### src/rtl/core/fractional_box_decimator_top_assert.svh
// Assertion macros for the fractional box decimator.
`ifndef FRACTIONAL_BOX_DECIMATOR_TOP_ASSERT_SVH
`define FRACTIONAL_BOX_DECIMATOR_TOP_ASSERT_SVH

// Same-cycle implication, checked on clk, off during reset.
`define FBD_ASSERT_NOW(lbl, ante, cons, msg) \
    lbl: assert property (@(posedge clk) disable iff (!rst_n) (ante) |-> (cons)) \
        else $error(msg);

// Next-cycle implication, checked on clk, off during reset.
`define FBD_ASSERT_NEXT(lbl, ante, cons, msg) \
    lbl: assert property (@(posedge clk) disable iff (!rst_n) (ante) |=> (cons)) \
        else $error(msg);

`endif

### src/rtl/core/fbd_pkg.sv
// Shared constants, types and the boundary step for the box decimator.
package fbd_pkg;

    localparam int SAMPLE_BITS    = 16;
    localparam int RATE_BITS      = 19;
    localparam int LEN_BITS       = 16;
    localparam int SUM_BITS       = 32;
    localparam int COUNT_BITS     = 19;
    localparam int POS_BITS       = 32;
    localparam int REM_BITS       = RATE_BITS + 1;
    localparam int CFG_INDEX_BITS = 2;
    localparam int CFG_DATA_BITS  = RATE_BITS;
    localparam int RATE_CNT_BITS  = $clog2(RATE_BITS);
    localparam int QUO_CNT_BITS   = $clog2(SAMPLE_BITS);
    localparam int Q_DEPTH        = 4;
    localparam int Q_PTR_BITS     = $clog2(Q_DEPTH);

    localparam logic [CFG_INDEX_BITS-1:0] REG_IN_RATE    = 2'd0;
    localparam logic [CFG_INDEX_BITS-1:0] REG_OUT_RATE   = 2'd1;
    localparam logic [CFG_INDEX_BITS-1:0] REG_OUT_LENGTH = 2'd2;

    localparam logic [RATE_BITS-1:0] IN_RATE_RESET    = 19'd48000;
    localparam logic [RATE_BITS-1:0] OUT_RATE_RESET   = 19'd16000;
    localparam logic [LEN_BITS-1:0]  OUT_LENGTH_RESET = 16'd65535;

    // closed window handed from front to back
    typedef struct packed {
        logic [SUM_BITS-1:0]   sum;
        logic [COUNT_BITS-1:0] count;
        logic                  last;
    } win_t;

    typedef struct packed {
        logic                carry;
        logic [REM_BITS-1:0] rem;
    } step_t;

    // One boundary advance: rem + r0 against den, r0 and rem both below den.
    function automatic step_t bound_step(input logic [REM_BITS-1:0] rem,
                                         input logic [REM_BITS-1:0] r0,
                                         input logic [REM_BITS-1:0] den);
        logic [REM_BITS:0] acc;
        step_t             res;
        acc       = {1'b0, rem} + {1'b0, r0};
        res.carry = (acc >= {1'b0, den});
        res.rem   = res.carry ? REM_BITS'(acc - {1'b0, den}) : acc[REM_BITS-1:0];
        return res;
    endfunction

endpackage

### src/rtl/core/fbd_front.sv
// Front end: registers, ratio divide, window accumulation and boundary tracking.
module fbd_front (
    input  logic                                clk,
    input  logic                                rst_n,
    input  logic                                cfg_write,
    input  logic [fbd_pkg::CFG_INDEX_BITS-1:0]  cfg_index,
    input  logic [fbd_pkg::CFG_DATA_BITS-1:0]   cfg_data,
    input  logic                                push,
    input  logic signed [fbd_pkg::SAMPLE_BITS-1:0] sample_in,
    input  logic                                buffer_end,
    output logic                                full,
    input  logic                                q_full,
    output logic                                q_push,
    output fbd_pkg::win_t                       q_word
);

    localparam logic [1:0] ST_RUN  = 2'd0;
    localparam logic [1:0] ST_DIV  = 2'd1;
    localparam logic [1:0] ST_INIT = 2'd2;

    logic [1:0]                          state_reg, state_next;
    logic [fbd_pkg::RATE_BITS-1:0]       in_rate_reg, in_rate_next;
    logic [fbd_pkg::RATE_BITS-1:0]       out_rate_reg, out_rate_next;
    logic [fbd_pkg::LEN_BITS-1:0]        out_length_reg, out_length_next;
    logic [fbd_pkg::RATE_CNT_BITS-1:0]   cnt_reg, cnt_next;
    logic [fbd_pkg::RATE_BITS-1:0]       dq_reg, dq_next;
    logic [fbd_pkg::RATE_BITS-1:0]       dr_reg, dr_next;
    logic [fbd_pkg::RATE_BITS-1:0]       ratio_q_reg, ratio_q_next;
    logic [fbd_pkg::REM_BITS-1:0]        ratio_r0_reg, ratio_r0_next;
    logic [fbd_pkg::SUM_BITS-1:0]        sum_reg, sum_next;
    logic [fbd_pkg::COUNT_BITS-1:0]      count_reg, count_next;
    logic [fbd_pkg::POS_BITS-1:0]        pos_reg, pos_next;
    logic [fbd_pkg::LEN_BITS-1:0]        done_reg, done_next;
    logic [fbd_pkg::POS_BITS-1:0]        wend_reg, wend_next;
    logic [fbd_pkg::REM_BITS-1:0]        erem_reg, erem_next;

    logic                                decim;
    logic [fbd_pkg::REM_BITS-1:0]        den;
    logic                                accept;
    logic                                active;
    logic                                cfg_hit;
    logic [fbd_pkg::REM_BITS-1:0]        dr_shift;
    logic                                dr_ge;
    fbd_pkg::step_t                      fst;
    fbd_pkg::step_t                      nxt;
    logic [fbd_pkg::POS_BITS-1:0]        wend_first;
    logic [fbd_pkg::REM_BITS-1:0]        erem_first;
    logic signed [fbd_pkg::SUM_BITS:0]   s_wide;
    logic [fbd_pkg::SUM_BITS-1:0]        s_sat;
    logic [fbd_pkg::COUNT_BITS-1:0]      count_inc;
    logic [fbd_pkg::POS_BITS-1:0]        pos_inc;
    logic [fbd_pkg::LEN_BITS-1:0]        done_inc;
    logic                                close;

    assign decim   = (out_rate_reg != '0) && (in_rate_reg > out_rate_reg);
    assign den     = {out_rate_reg, 1'b0};
    assign full    = (state_reg != ST_RUN) || q_full;
    assign accept  = push && !full;
    assign active  = decim && (done_reg < out_length_reg);
    assign cfg_hit = cfg_write && ((cfg_index == fbd_pkg::REG_IN_RATE) ||
                     (cfg_index == fbd_pkg::REG_OUT_RATE) ||
                     (cfg_index == fbd_pkg::REG_OUT_LENGTH));

    // restoring divide in_rate / out_rate, one quotient bit a cycle
    assign dr_shift = {dr_reg, dq_reg[fbd_pkg::RATE_BITS-1]};
    assign dr_ge    = (dr_shift >= {1'b0, out_rate_reg});

    // 2*in/(2*out) = Q rem 2*R, so each boundary is Q plus a carry
    assign fst        = fbd_pkg::bound_step({1'b0, out_rate_reg}, ratio_r0_reg, den);
    assign nxt        = fbd_pkg::bound_step(erem_reg, ratio_r0_reg, den);
    assign wend_first = decim ? (fbd_pkg::POS_BITS'(ratio_q_reg) +
                                 fbd_pkg::POS_BITS'(fst.carry)) : '0;
    assign erem_first = decim ? fst.rem : {1'b0, out_rate_reg};

    assign s_wide    = (fbd_pkg::SUM_BITS+1)'(signed'(sum_reg)) +
                       (fbd_pkg::SUM_BITS+1)'(sample_in);
    // one bit of headroom: saturate when the top two bits disagree
    assign s_sat     = (s_wide[fbd_pkg::SUM_BITS] != s_wide[fbd_pkg::SUM_BITS-1]) ?
                       (s_wide[fbd_pkg::SUM_BITS] ? {1'b1, {(fbd_pkg::SUM_BITS-1){1'b0}}}
                                                  : {1'b0, {(fbd_pkg::SUM_BITS-1){1'b1}}})
                       : s_wide[fbd_pkg::SUM_BITS-1:0];
    assign count_inc = count_reg + 1'b1;
    assign pos_inc   = pos_reg + 1'b1;
    assign done_inc  = done_reg + 1'b1;
    assign close     = (pos_inc == wend_reg) || buffer_end;

    assign q_push      = accept && active && close;
    assign q_word.sum   = s_sat;
    assign q_word.count = count_inc;
    assign q_word.last  = buffer_end || (done_inc >= out_length_reg);

    always_comb
    begin
        state_next      = state_reg;
        in_rate_next    = in_rate_reg;
        out_rate_next   = out_rate_reg;
        out_length_next = out_length_reg;
        cnt_next        = cnt_reg;
        dq_next         = dq_reg;
        dr_next         = dr_reg;
        ratio_q_next    = ratio_q_reg;
        ratio_r0_next   = ratio_r0_reg;
        sum_next        = sum_reg;
        count_next      = count_reg;
        pos_next        = pos_reg;
        done_next       = done_reg;
        wend_next       = wend_reg;
        erem_next       = erem_reg;

        if (cfg_hit)
        begin
            unique case (cfg_index)
                fbd_pkg::REG_IN_RATE:  in_rate_next  = cfg_data;
                fbd_pkg::REG_OUT_RATE: out_rate_next = cfg_data;
                default:               out_length_next = fbd_pkg::LEN_BITS'(cfg_data);
            endcase
            state_next = ST_DIV;
            cnt_next   = '0;
            dq_next    = (cfg_index == fbd_pkg::REG_IN_RATE) ? cfg_data : in_rate_reg;
            dr_next    = '0;
            sum_next   = '0;
            count_next = '0;
            pos_next   = '0;
            done_next  = '0;
        end
        else
        begin
            unique case (state_reg)
                ST_DIV:
                begin
                    dq_next = {dq_reg[fbd_pkg::RATE_BITS-2:0], dr_ge};
                    dr_next = dr_ge ? fbd_pkg::RATE_BITS'(dr_shift - {1'b0, out_rate_reg})
                                    : dr_shift[fbd_pkg::RATE_BITS-1:0];
                    cnt_next = cnt_reg + 1'b1;
                    if (cnt_reg == fbd_pkg::RATE_CNT_BITS'(fbd_pkg::RATE_BITS - 1))
                    begin
                        ratio_q_next  = {dq_reg[fbd_pkg::RATE_BITS-2:0], dr_ge};
                        ratio_r0_next = {dr_next, 1'b0};
                        state_next    = ST_INIT;
                    end
                end
                ST_INIT:
                begin
                    wend_next  = wend_first;
                    erem_next  = erem_first;
                    state_next = ST_RUN;
                end
                default:
                begin
                    if (accept)
                    begin
                        if (active)
                        begin
                            sum_next   = s_sat;
                            count_next = count_inc;
                            pos_next   = pos_inc;
                            if (close)
                            begin
                                done_next  = done_inc;
                                sum_next   = '0;
                                count_next = '0;
                                wend_next  = wend_reg + fbd_pkg::POS_BITS'(ratio_q_reg) +
                                             fbd_pkg::POS_BITS'(nxt.carry);
                                erem_next  = nxt.rem;
                            end
                        end
                        if (buffer_end)
                        begin
                            sum_next   = '0;
                            count_next = '0;
                            pos_next   = '0;
                            done_next  = '0;
                            wend_next  = wend_first;
                            erem_next  = erem_first;
                        end
                    end
                end
            endcase
        end
    end

    always_ff @(posedge clk or negedge rst_n)
    begin
        if (!rst_n)
        begin
            state_reg      <= ST_DIV;
            in_rate_reg    <= fbd_pkg::IN_RATE_RESET;
            out_rate_reg   <= fbd_pkg::OUT_RATE_RESET;
            out_length_reg <= fbd_pkg::OUT_LENGTH_RESET;
            cnt_reg        <= '0;
            dq_reg         <= fbd_pkg::IN_RATE_RESET;
            dr_reg         <= '0;
            sum_reg        <= '0;
            count_reg      <= '0;
            pos_reg        <= '0;
            done_reg       <= '0;
        end
        else
        begin
            state_reg      <= state_next;
            in_rate_reg    <= in_rate_next;
            out_rate_reg   <= out_rate_next;
            out_length_reg <= out_length_next;
            cnt_reg        <= cnt_next;
            dq_reg         <= dq_next;
            dr_reg         <= dr_next;
            sum_reg        <= sum_next;
            count_reg      <= count_next;
            pos_reg        <= pos_next;
            done_reg       <= done_next;
        end
    end

    // loaded in setup before any sample is taken; wend/erem also advance in run
    always_ff @(posedge clk)
    begin
        ratio_q_reg  <= ratio_q_next;
        ratio_r0_reg <= ratio_r0_next;
        wend_reg     <= wend_next;
        erem_reg     <= erem_next;
    end

endmodule

### src/rtl/core/fbd_queue.sv
// Short queue of closed windows between front and back.
module fbd_queue (
    input  logic          clk,
    input  logic          rst_n,
    input  logic          push,
    input  fbd_pkg::win_t word_in,
    output logic          full,
    input  logic          pop,
    output fbd_pkg::win_t word_out,
    output logic          empty
);

    fbd_pkg::win_t                 mem_reg [fbd_pkg::Q_DEPTH];
    logic [fbd_pkg::Q_PTR_BITS-1:0] wr_ptr_reg, wr_ptr_next;
    logic [fbd_pkg::Q_PTR_BITS-1:0] rd_ptr_reg, rd_ptr_next;
    logic [fbd_pkg::Q_PTR_BITS:0]   fill_reg, fill_next;
    logic                           do_push;
    logic                           do_pop;

    assign full     = (fill_reg == (fbd_pkg::Q_PTR_BITS+1)'(fbd_pkg::Q_DEPTH));
    assign empty    = (fill_reg == '0);
    assign do_push  = push && !full;
    assign do_pop   = pop && !empty;
    assign word_out = mem_reg[rd_ptr_reg];

    always_comb
    begin
        wr_ptr_next = do_push ? wr_ptr_reg + 1'b1 : wr_ptr_reg;
        rd_ptr_next = do_pop ? rd_ptr_reg + 1'b1 : rd_ptr_reg;
        fill_next   = fill_reg;
        if (do_push && !do_pop)
        begin
            fill_next = fill_reg + 1'b1;
        end
        else if (do_pop && !do_push)
        begin
            fill_next = fill_reg - 1'b1;
        end
    end

    always_ff @(posedge clk or negedge rst_n)
    begin
        if (!rst_n)
        begin
            wr_ptr_reg <= '0;
            rd_ptr_reg <= '0;
            fill_reg   <= '0;
        end
        else
        begin
            wr_ptr_reg <= wr_ptr_next;
            rd_ptr_reg <= rd_ptr_next;
            fill_reg   <= fill_next;
        end
    end

    always_ff @(posedge clk)
    begin
        if (do_push)
        begin
            mem_reg[wr_ptr_reg] <= word_in;
        end
    end

endmodule

### src/rtl/core/fbd_back.sv
// Back end: signed window average by iterative divide, and the result register.
module fbd_back (
    input  logic                                   clk,
    input  logic                                   rst_n,
    input  logic                                   q_empty,
    input  fbd_pkg::win_t                          q_word,
    output logic                                   q_pop,
    input  logic                                   pop,
    output logic                                   empty,
    output logic signed [fbd_pkg::SAMPLE_BITS-1:0] sample_out,
    output logic                                   last_out
);

    localparam logic [1:0] B_IDLE = 2'd0;
    localparam logic [1:0] B_DIV  = 2'd1;
    localparam logic [1:0] B_HOLD = 2'd2;

    logic [1:0]                          bstate_reg, bstate_next;
    logic [fbd_pkg::QUO_CNT_BITS-1:0]    bcnt_reg, bcnt_next;
    logic                                neg_reg, neg_next;
    logic                                last_reg, last_next;
    logic [fbd_pkg::COUNT_BITS-1:0]      div_reg, div_next;
    logic [fbd_pkg::COUNT_BITS-1:0]      rem_reg, rem_next;
    logic [fbd_pkg::SAMPLE_BITS-1:0]     lo_reg, lo_next;
    logic                                out_valid_reg, out_valid_next;
    logic [fbd_pkg::SAMPLE_BITS-1:0]     sample_out_reg, sample_out_next;
    logic                                last_out_reg, last_out_next;

    logic                                in_neg;
    logic [fbd_pkg::SUM_BITS-1:0]        mag;
    logic [fbd_pkg::SUM_BITS-1:0]        mag_hi;
    logic [fbd_pkg::COUNT_BITS:0]        sh;
    logic                                ge;
    logic [fbd_pkg::SAMPLE_BITS-1:0]     res;
    logic                                xfer;

    assign in_neg = q_word.sum[fbd_pkg::SUM_BITS-1];
    assign mag    = in_neg ? (~q_word.sum + 1'b1) : q_word.sum;
    // quotient fits in SAMPLE_BITS, so the upper part is already below the count
    assign mag_hi = mag >> fbd_pkg::SAMPLE_BITS;

    assign sh  = {rem_reg, lo_reg[fbd_pkg::SAMPLE_BITS-1]};
    assign ge  = (sh >= {1'b0, div_reg});
    assign res = neg_reg ? (~lo_reg + 1'b1) : lo_reg;

    assign q_pop = (bstate_reg == B_IDLE) && !q_empty;
    assign xfer  = (bstate_reg == B_HOLD) && (!out_valid_reg || pop);

    assign empty      = !out_valid_reg;
    assign sample_out = signed'(sample_out_reg);
    assign last_out   = last_out_reg;

    always_comb
    begin
        bstate_next     = bstate_reg;
        bcnt_next       = bcnt_reg;
        neg_next        = neg_reg;
        last_next       = last_reg;
        div_next        = div_reg;
        rem_next        = rem_reg;
        lo_next         = lo_reg;
        sample_out_next = sample_out_reg;
        last_out_next   = last_out_reg;
        out_valid_next  = out_valid_reg && !pop;

        unique case (bstate_reg)
            B_IDLE:
            begin
                if (!q_empty)
                begin
                    neg_next    = in_neg;
                    last_next   = q_word.last;
                    div_next    = q_word.count;
                    rem_next    = mag_hi[fbd_pkg::COUNT_BITS-1:0];
                    lo_next     = mag[fbd_pkg::SAMPLE_BITS-1:0];
                    bcnt_next   = '0;
                    bstate_next = B_DIV;
                end
            end
            B_DIV:
            begin
                rem_next  = ge ? fbd_pkg::COUNT_BITS'(sh - {1'b0, div_reg})
                               : sh[fbd_pkg::COUNT_BITS-1:0];
                lo_next   = {lo_reg[fbd_pkg::SAMPLE_BITS-2:0], ge};
                bcnt_next = bcnt_reg + 1'b1;
                if (bcnt_reg == fbd_pkg::QUO_CNT_BITS'(fbd_pkg::SAMPLE_BITS - 1))
                begin
                    bstate_next = B_HOLD;
                end
            end
            default:
            begin
                if (xfer)
                begin
                    sample_out_next = res;
                    last_out_next   = last_reg;
                    out_valid_next  = 1'b1;
                    bstate_next     = B_IDLE;
                end
            end
        endcase
    end

    always_ff @(posedge clk or negedge rst_n)
    begin
        if (!rst_n)
        begin
            bstate_reg    <= B_IDLE;
            bcnt_reg      <= '0;
            out_valid_reg <= 1'b0;
        end
        else
        begin
            bstate_reg    <= bstate_next;
            bcnt_reg      <= bcnt_next;
            out_valid_reg <= out_valid_next;
        end
    end

    always_ff @(posedge clk)
    begin
        neg_reg        <= neg_next;
        last_reg       <= last_next;
        div_reg        <= div_next;
        rem_reg        <= rem_next;
        lo_reg         <= lo_next;
        sample_out_reg <= sample_out_next;
        last_out_reg   <= last_out_next;
    end

endmodule

### src/rtl/core/fractional_box_decimator_top.sv
// Top level of the fractional-ratio boxcar decimator.
//
//  channel  | handshake          | word
//  ---------+--------------------+------------------------------------
//  input    | push / full        | sample_in, buffer_end
//  result   | pop / empty        | sample_out, last_out
//  config   | cfg_write          | cfg_index, cfg_data
//
// The front takes one sample a cycle while full is low; boundaries advance by
// add and compare. The back averages each closed window one quotient bit a
// cycle, after a load and before the hand-off; a 4-deep window queue sits
// between them. After reset and after every register write, full stays high
// while the in_rate/out_rate ratio is divided out, one bit a cycle.
// full also rises when the window queue is full; a waiting result never
// blocks the front until that queue fills.
module fractional_box_decimator_top (
    input  logic                                   clk,
    input  logic                                   rst_n,
    input  logic                                   cfg_write,
    input  logic [fbd_pkg::CFG_INDEX_BITS-1:0]     cfg_index,
    input  logic [fbd_pkg::CFG_DATA_BITS-1:0]      cfg_data,
    input  logic                                   push,
    output logic                                   full,
    input  logic signed [fbd_pkg::SAMPLE_BITS-1:0] sample_in,
    input  logic                                   buffer_end,
    input  logic                                   pop,
    output logic                                   empty,
    output logic signed [fbd_pkg::SAMPLE_BITS-1:0] sample_out,
    output logic                                   last_out
);

    `include "fractional_box_decimator_top_assert.svh"

    logic          q_push;
    logic          q_full;
    logic          q_pop;
    logic          q_empty;
    fbd_pkg::win_t q_in_word;
    fbd_pkg::win_t q_out_word;
    logic          cfg_hit;

    assign cfg_hit = cfg_write && ((cfg_index == fbd_pkg::REG_IN_RATE) ||
                     (cfg_index == fbd_pkg::REG_OUT_RATE) ||
                     (cfg_index == fbd_pkg::REG_OUT_LENGTH));

    fbd_front u_front (
        .clk        (clk),
        .rst_n      (rst_n),
        .cfg_write  (cfg_write),
        .cfg_index  (cfg_index),
        .cfg_data   (cfg_data),
        .push       (push),
        .sample_in  (sample_in),
        .buffer_end (buffer_end),
        .full       (full),
        .q_full     (q_full),
        .q_push     (q_push),
        .q_word     (q_in_word)
    );

    fbd_queue u_queue (
        .clk      (clk),
        .rst_n    (rst_n),
        .push     (q_push),
        .word_in  (q_in_word),
        .full     (q_full),
        .pop      (q_pop),
        .word_out (q_out_word),
        .empty    (q_empty)
    );

    fbd_back u_back (
        .clk        (clk),
        .rst_n      (rst_n),
        .q_empty    (q_empty),
        .q_word     (q_out_word),
        .q_pop      (q_pop),
        .pop        (pop),
        .empty      (empty),
        .sample_out (sample_out),
        .last_out   (last_out)
    );

    `FBD_ASSERT_NOW(a_no_push_when_full, q_push, !q_full, "window pushed into full queue")
    `FBD_ASSERT_NOW(a_no_pop_when_empty, q_pop, !q_empty, "window popped from empty queue")
    `FBD_ASSERT_NEXT(a_cfg_blocks_input, cfg_hit, full, "input open during ratio setup")

endmodule
### config.mk
export PLATFORM = sky130hd
export DESIGN_NAME = fractional_box_decimator_top
export DESIGN_NICKNAME = d
export VERILOG_FILES = /design/src/rtl/core/fbd_pkg.sv /design/src/rtl/core/fbd_front.sv /design/src/rtl/core/fbd_queue.sv /design/src/rtl/core/fbd_back.sv /design/src/rtl/core/fractional_box_decimator_top.sv
export VERILOG_INCLUDE_DIRS = /design/src /design/src/rtl/core
export SDC_FILE = /design/constraint.sdc
export NUM_CORES = 1
export LEC_CHECK = 0
export ABC_CLOCK_PERIOD_IN_PS = 5900
export BUFFER_PORTS_ARGS = -buffer_cell sky130_fd_sc_hd__clkbuf_2
export CAP_MARGIN = 20
export CORE_MARGIN = 1
export CORE_UTILIZATION = 50
export CTS_BUF_LIST = sky130_fd_sc_hd__clkbuf_4 sky130_fd_sc_hd__clkbuf_8 sky130_fd_sc_hd__clkbuf_16
export CTS_CLUSTER_DIAMETER = 50
export DETAILED_ROUTE_END_ITERATION = 12
export HOLD_SLACK_MARGIN = 0.06
export PLACE_DENSITY = 0.68
export SLEW_MARGIN = 20
export SYNTH_ARGS = -nofsm -noshare
export SYNTH_HDL_FRONTEND = slang
export SYNTH_SLANG_ARGS = --single-unit
### constraint.sdc
create_clock -name clk -period 5.9 [get_ports clk]
set_input_delay 0.59 -clock clk [delete_from_list [all_inputs] [get_ports clk]]
set_output_delay 0.59 -clock clk [all_outputs]
set_load 0.01 [all_outputs]
---- Yosys cells after proc, flatten, opt, wreduce, memory -nomap -nowiden ----
Memories as Yosys holds them, arrays and structs flattened.
Cells that the tools add are included.
storage, ports and cells
  output and inout bits ................... 19
  bits in writable memories ............... 208
  memories kept ........................... 1
  bits in registers ....................... 375
operators by class
  muxes and demuxes ....................... 69
  bitwise operators ....................... 7
  add/sub/neg operators ................... 21
  equal/unequal tests ..................... 15
  reduce and logical (&&, ||, !) cells .... 56
  magnitude comparators ................... 7
memory list
  memory           depth  bits a word  read ports  clocked after Yosys merged registers in  wr ports  line             text
  u_queue.mem_reg  4      52           1           0                                        1         fbd_queue.sv:13  fbd_pkg::win_t mem_reg [fbd_pkg::Q_DEPTH];
operators by type and width
  operator               number
  $mux 32                19
  $mux 19                14
  $mux 20                7
  $mux 16                8
  $add 32x1->32 const B  2
  $pmux 32 s2            1
  $ge 21x20->1           2
  $ge 20x19->1           2
  $pmux 20 s2            1
  $sub 20x20->20         2
  $pmux 19 s2            1
  $sub 19x19->19         2
  $add 32x16->33         1
  $add 16x1->16 const B  2
  $add 32x1->32          1
  $add 32x19->32         1
  $eq 32x32->1           1
  $not 32->32            1
  $pmux 16 s2            1
  $add 19x20->21         1
  $add 20x20->21         1
  $add 19x1->20          1
  $add 19x1->19 const B  1
  $gt 19x19->1           1
  other kinds (38)       101

---- Logic depth before layout (Yosys ltp) ----
  word-level depth ........................ 11
  mapped depth ............................ 30

---- Cells and area by module ----
A second synthesis with hierarchy kept.
unflattened totals
  cells, all modules ...................... 3300
  area, all modules ....................... 35947.0 um^2
by module, submodules not included
  module     cells an instance  seq. area each (um^2)  times used  area an instance (um^2)
  fbd_front  2482               7703.6                 1           22878.2
  fbd_queue  308                6421.2                 1           7992.7
  fbd_back   510                2367.3                 1           5076.1

---- Worst setup path after synthesis ----
Ideal clock, no wire load.
  path type ............................... register to register
  start ................................... reg u_front.ratio_r0_reg[1] in the netlist's numbering
  end ..................................... reg u_front.wend_reg[28] in the netlist's numbering, data pin
  setup time .............................. 266 ps
  path slack .............................. -523 ps
  data arrival time ....................... 6157 ps
  stages on the path, launching flop included .. 31
  cells stage by stage .................... edfxtp_1 ha_1 inv_1 fa_1 nor2b_1 o31ai_1 a211o_1 a31oi_1 a41oi_1 nand2b_1 a21oi_1 xnor2_1 ha_1 nand3_1 or4_1 o21ai_0 a211o_1 a21oi_1 clkbuf_1 clkbuf_1 fa_1 fa_1 nor2b_1 o21a_1 o21ai_0 a21oi_1 a21oi_1 a211oi_1 o2111ai_1 xor2_1 nor2_1
between the ends
  cells in the longest elaborated chain, start to end .. 8
RTL lines
  element                 line              text
  from (decl)             fbd_front.sv:29   logic [fbd_pkg::REM_BITS-1:0] ratio_r0_reg, ratio_r0_next;
  from (signal assigned)  fbd_front.sv:218  ratio_r0_reg <= ratio_r0_next;
  $add 20x20->21          fbd_pkg.sv:44     acc = {1'b0, rem} + {1'b0, r0};
  $ge 21x20->1            fbd_pkg.sv:45     res.carry = (acc >= {1'b0, den});
  $add 32x1->32           fbd_front.sv:162  wend_next = wend_reg + fbd_pkg::POS_BITS'(ratio_q_reg) +
  $mux 32                 fbd_front.sv:157  if (close)
  $mux 32                 fbd_front.sv:152  if (active)
  $mux 32                 fbd_front.sv:167  if (buffer_end)
  $mux 32                 fbd_front.sv:150  if (accept)
  $pmux 32 s2             fbd_front.sv:128  unique case (state_reg)
  to (signal assigned)    fbd_front.sv:219  wend_reg <= wend_next;
  to (decl)               fbd_front.sv:34   logic [fbd_pkg::POS_BITS-1:0] wend_reg, wend_next;
No other way between the ends. The select of a mux whose other input is x is not followed.
A chain may end at the register's enable or synchronous reset.

---- Worst setup path after layout ----
Same ends and word-level chain as after synthesis.

==> impl_metrics.yaml <==
timing:
  setup_ws_ps: -169
  finalMaxSlewViolations: 0
  maxSlewHeadroom_pct: 27.3
  hold_viol_final: 0
  tightest_slew_ps: 1090
  period_minus_slack_ps: 6070
  setup_viol_count_final: 8
  hold_slack_ps: 114
  setup_tns_ps: -924
  skew_ps: 86.0
  fmax_mhz: 165
  finalCritPeriodShare_pct: 103
  rsz0062_at_grt: "yes"
route:
  drt_iter0_drc: 2420
  vias: 27500
  drc: 0
  dr.pass1.iters: 6
  ant_nets: 0
  routed_wl_mm: 94.4
  vias_per_cell: 6.09
  wl_per_cell_um: 20.9
setup_path:
  critical-path-max-stage-delay_ps: 470
  reg2reg_to: "u_front.wend_reg[28]"
  r2r_cells: 28
  crit_family: "compound AO/OA/AOI/OAI gates"
  path_class: "flop to flop"
  cp_max_fo: 5
  endpoint: "u_front.wend_reg[28]"
  r2r_slack_ps: -170
  setup.worst_path.start: "u_front.ratio_r0_reg[1]"
  timing.critical_path.mode_cell: "fa_2"
  cp-end-kind: "flop"
  worstReg2RegStart: "u_front.ratio_r0_reg[1]"
  worstPathRequired_ps: 6230
  startpoint_type: "flop"
  cp_num_cells: 28
  arrival_ps: 6400
  path_buf_inv: 1
  slowest_stage: "or4_1"
yosys:
  synthDominantAreaCellType: "edfxtp_1"
  postSynthCellCount: 3391
  ys.warnings.count: 0
  synth_flop_cell: "edfxtp_1"
  synth.most_common_cell: "edfxtp_1"
  synth_area_um2: 36100
  syn_area_per_cell_um2: 10.6
  postSynthNetCount: 3677
  synth.area.top_cells: "edfxtp_1 31%, dfrtp_1 12%, ha_1 8.1%, xnor2_1 4.1%, mux4_2 3.2%"
  synthArstFlopShare_pct: 36.4
  synth-edff-count: 371
  ys_seq_area_share_pct: 45.7
  ys_types: 95
  synth_top_cell_area_share_pct: 30.9
  netlist_top_cells_count: "371 x edfxtp_1, 274 x nor2_1, 233 x ha_1"
  ys_ff_latch: 583
clock_network:
  clock_path_buffers: 3
  cts_buffers: 85
  htreeDepth: 3
  clk_latency_ps: 680
  clkTransAtPathRegs_ps: 60
  cts_tree: "built"
  cts_root_buf: "clkbuf_16"
  clock_sinks: 583
die:
  core_um2: 71400
  fp.dieW_um: 271
  pin_count: 62
  rows: 98
  die_y_um: 271
  start_util_pct: 50.5
  die_area_um2: 73200
power_and_ir_drop:
  netSwitchingFraction_pct: 39.6
  clock_power_share_pct: 25.6
  peakVddDrop_mv: 0.648
  p_per_area_nw_per_um2: 504
  p_sw_w: 0.00822
  comb_power_share_pct: 44.1
  pwr-share-seq_pct: 30.3
  p_int_w: 0.0125
  p_leak_nw: 16.5
layout:
  instances_no_fill: 4523
  syn2layout_area_growth_pct: 14.2
  largest_reg_flops: 208
  fillers: 6030
  final_layout_size_suffix_gt1_share_pct: 16.1
  fin_util_pct: 57.7
  stdcell_area_um2: 41200
  nNetsFinal: 3785
global_route:
  grt_usage_pct: 25.5
  grt_pass1_wl_mm: 148
  globalRouteOverflowTotal: 0
  antenna_found_initial: 2
  first_global_vias: 26500
  grt_start_max_net_pins: 154
place:
  placed_cell_area_um2: 37700
  dp_cells: 4342
  hpwl_mm: 66.7
  gp_congestion: 0.944
  portBuffers: 61
outcome:
  status: "complete, but fails checks"
  violations: "setup timing"
min_path:
  hp-start: "pop"
  hold_path_class: "input pin to flop"
job:
  maxCapViolCount: 0
==> timing repair <==
action	in CTS	in global routing
pin swaps	19	15
hold buffers	1	0
gates cloned	0	1
setup endpoints to repair	13	22
setup buffers	8	10
gates resized for setup	13	36
endpoints found under the hold margin	59	0
==> cells in the final DEF, fill, tap and decap left out, types with 36 or more instances in the layout <==
cell type,n
nor2_1,265
dfstp_2,37
xnor2_1,168
a211oi_1,55
ha_1,228
xor2_1,109
inv_1,140
nand3_1,78
a21o_1,58
o211ai_1,36
buf_4,81
nor3_1,66
mux2_2,73
nand2_1,226
edfxtp_1,371
nand4_1,44
dfrtp_1,173
nor2b_1,46
clkbuf_2,60
o21ai_0,211
mux2i_1,42
clkbuf_16,86
o31ai_1,41
mux4_2,51
a21oi_1,185
==> cell families after synthesis <==
family / after synthesis / share of synthesized area (%)
XOR/XNOR: 279 / 6.83
buffers and inverters: 271 / 2.91
AO/OA/AOI/OAI: 873 / 15.6
flip-flops: 583 / 45.7
adder cells (fa/ha/maj): 258 / 9.06
multiplexers: 166 / 6.63
AND/OR/NAND/NOR: 961 / 13.2
==> worst min path at each step <==
stage | endpoint | slack (ps) | depth (start not counted)
4_1_cts | u_back.out_valid_reg | 80 | 2
2_1_floorplan | u_back.bcnt_reg[0] | 290 | 0
5_1_grt | u_back.out_valid_reg | 130 | 2
6_report | u_back.out_valid_reg | 110 | 2
3_3_place_gp | u_back.last_out | 430 | 0
3_5_place_dp | u_back.last_out | 420 | 0
==> per-stage QoR <==
stage	total power [W]	setup WS (ps)
after global routing	0.0220	-312
after CTS	0.0206	-56.9
final	0.0207	-169
after detailed placement	0.0152	-173
after global placement	0.0151	-34.1
after floorplan	0.0128	0.931
==> per-layer routing <==
layer / part of all wire (%) / up-vias / global-route usage, % / wire length (um)
met3: 6.4 / 176 / 3.51 / 6080
met5: 0 / - / 0 / 0
met4: 3.1 / 0 / 9.11 / 2890
met1: 45 / 13500 / 36.2 / 42700
li1: - / 13000 / - / -
met2: 45 / 913 / 39.9 / 42800
==> area by class of cell <==
class                   count  area, um2  area share (%)
multi-input cells        2538      18800            45.7
inverters                 142        533            1.30
clock inverters            64        808            1.96
repair buffers            149       1050            2.56
diodes                      1       2.50         0.00608
flip-flops and latches    583      16500            40.1
well taps                 950       1190            2.89
clock buffers              96       2250            5.46
==> power groups by stage <==
stage	Clock (W)	Sequential (W)	Combinational (W)
after floorplan	0	0.00610	0.00671
after global placement	0	0.00633	0.00876
after detailed placement	0	0.00635	0.00886
after CTS	0.00538	0.00628	0.00898
after global routing	0.00555	0.00637	0.0100
final	0.00530	0.00629	0.00916
Power figures use the tool's default switching activity.
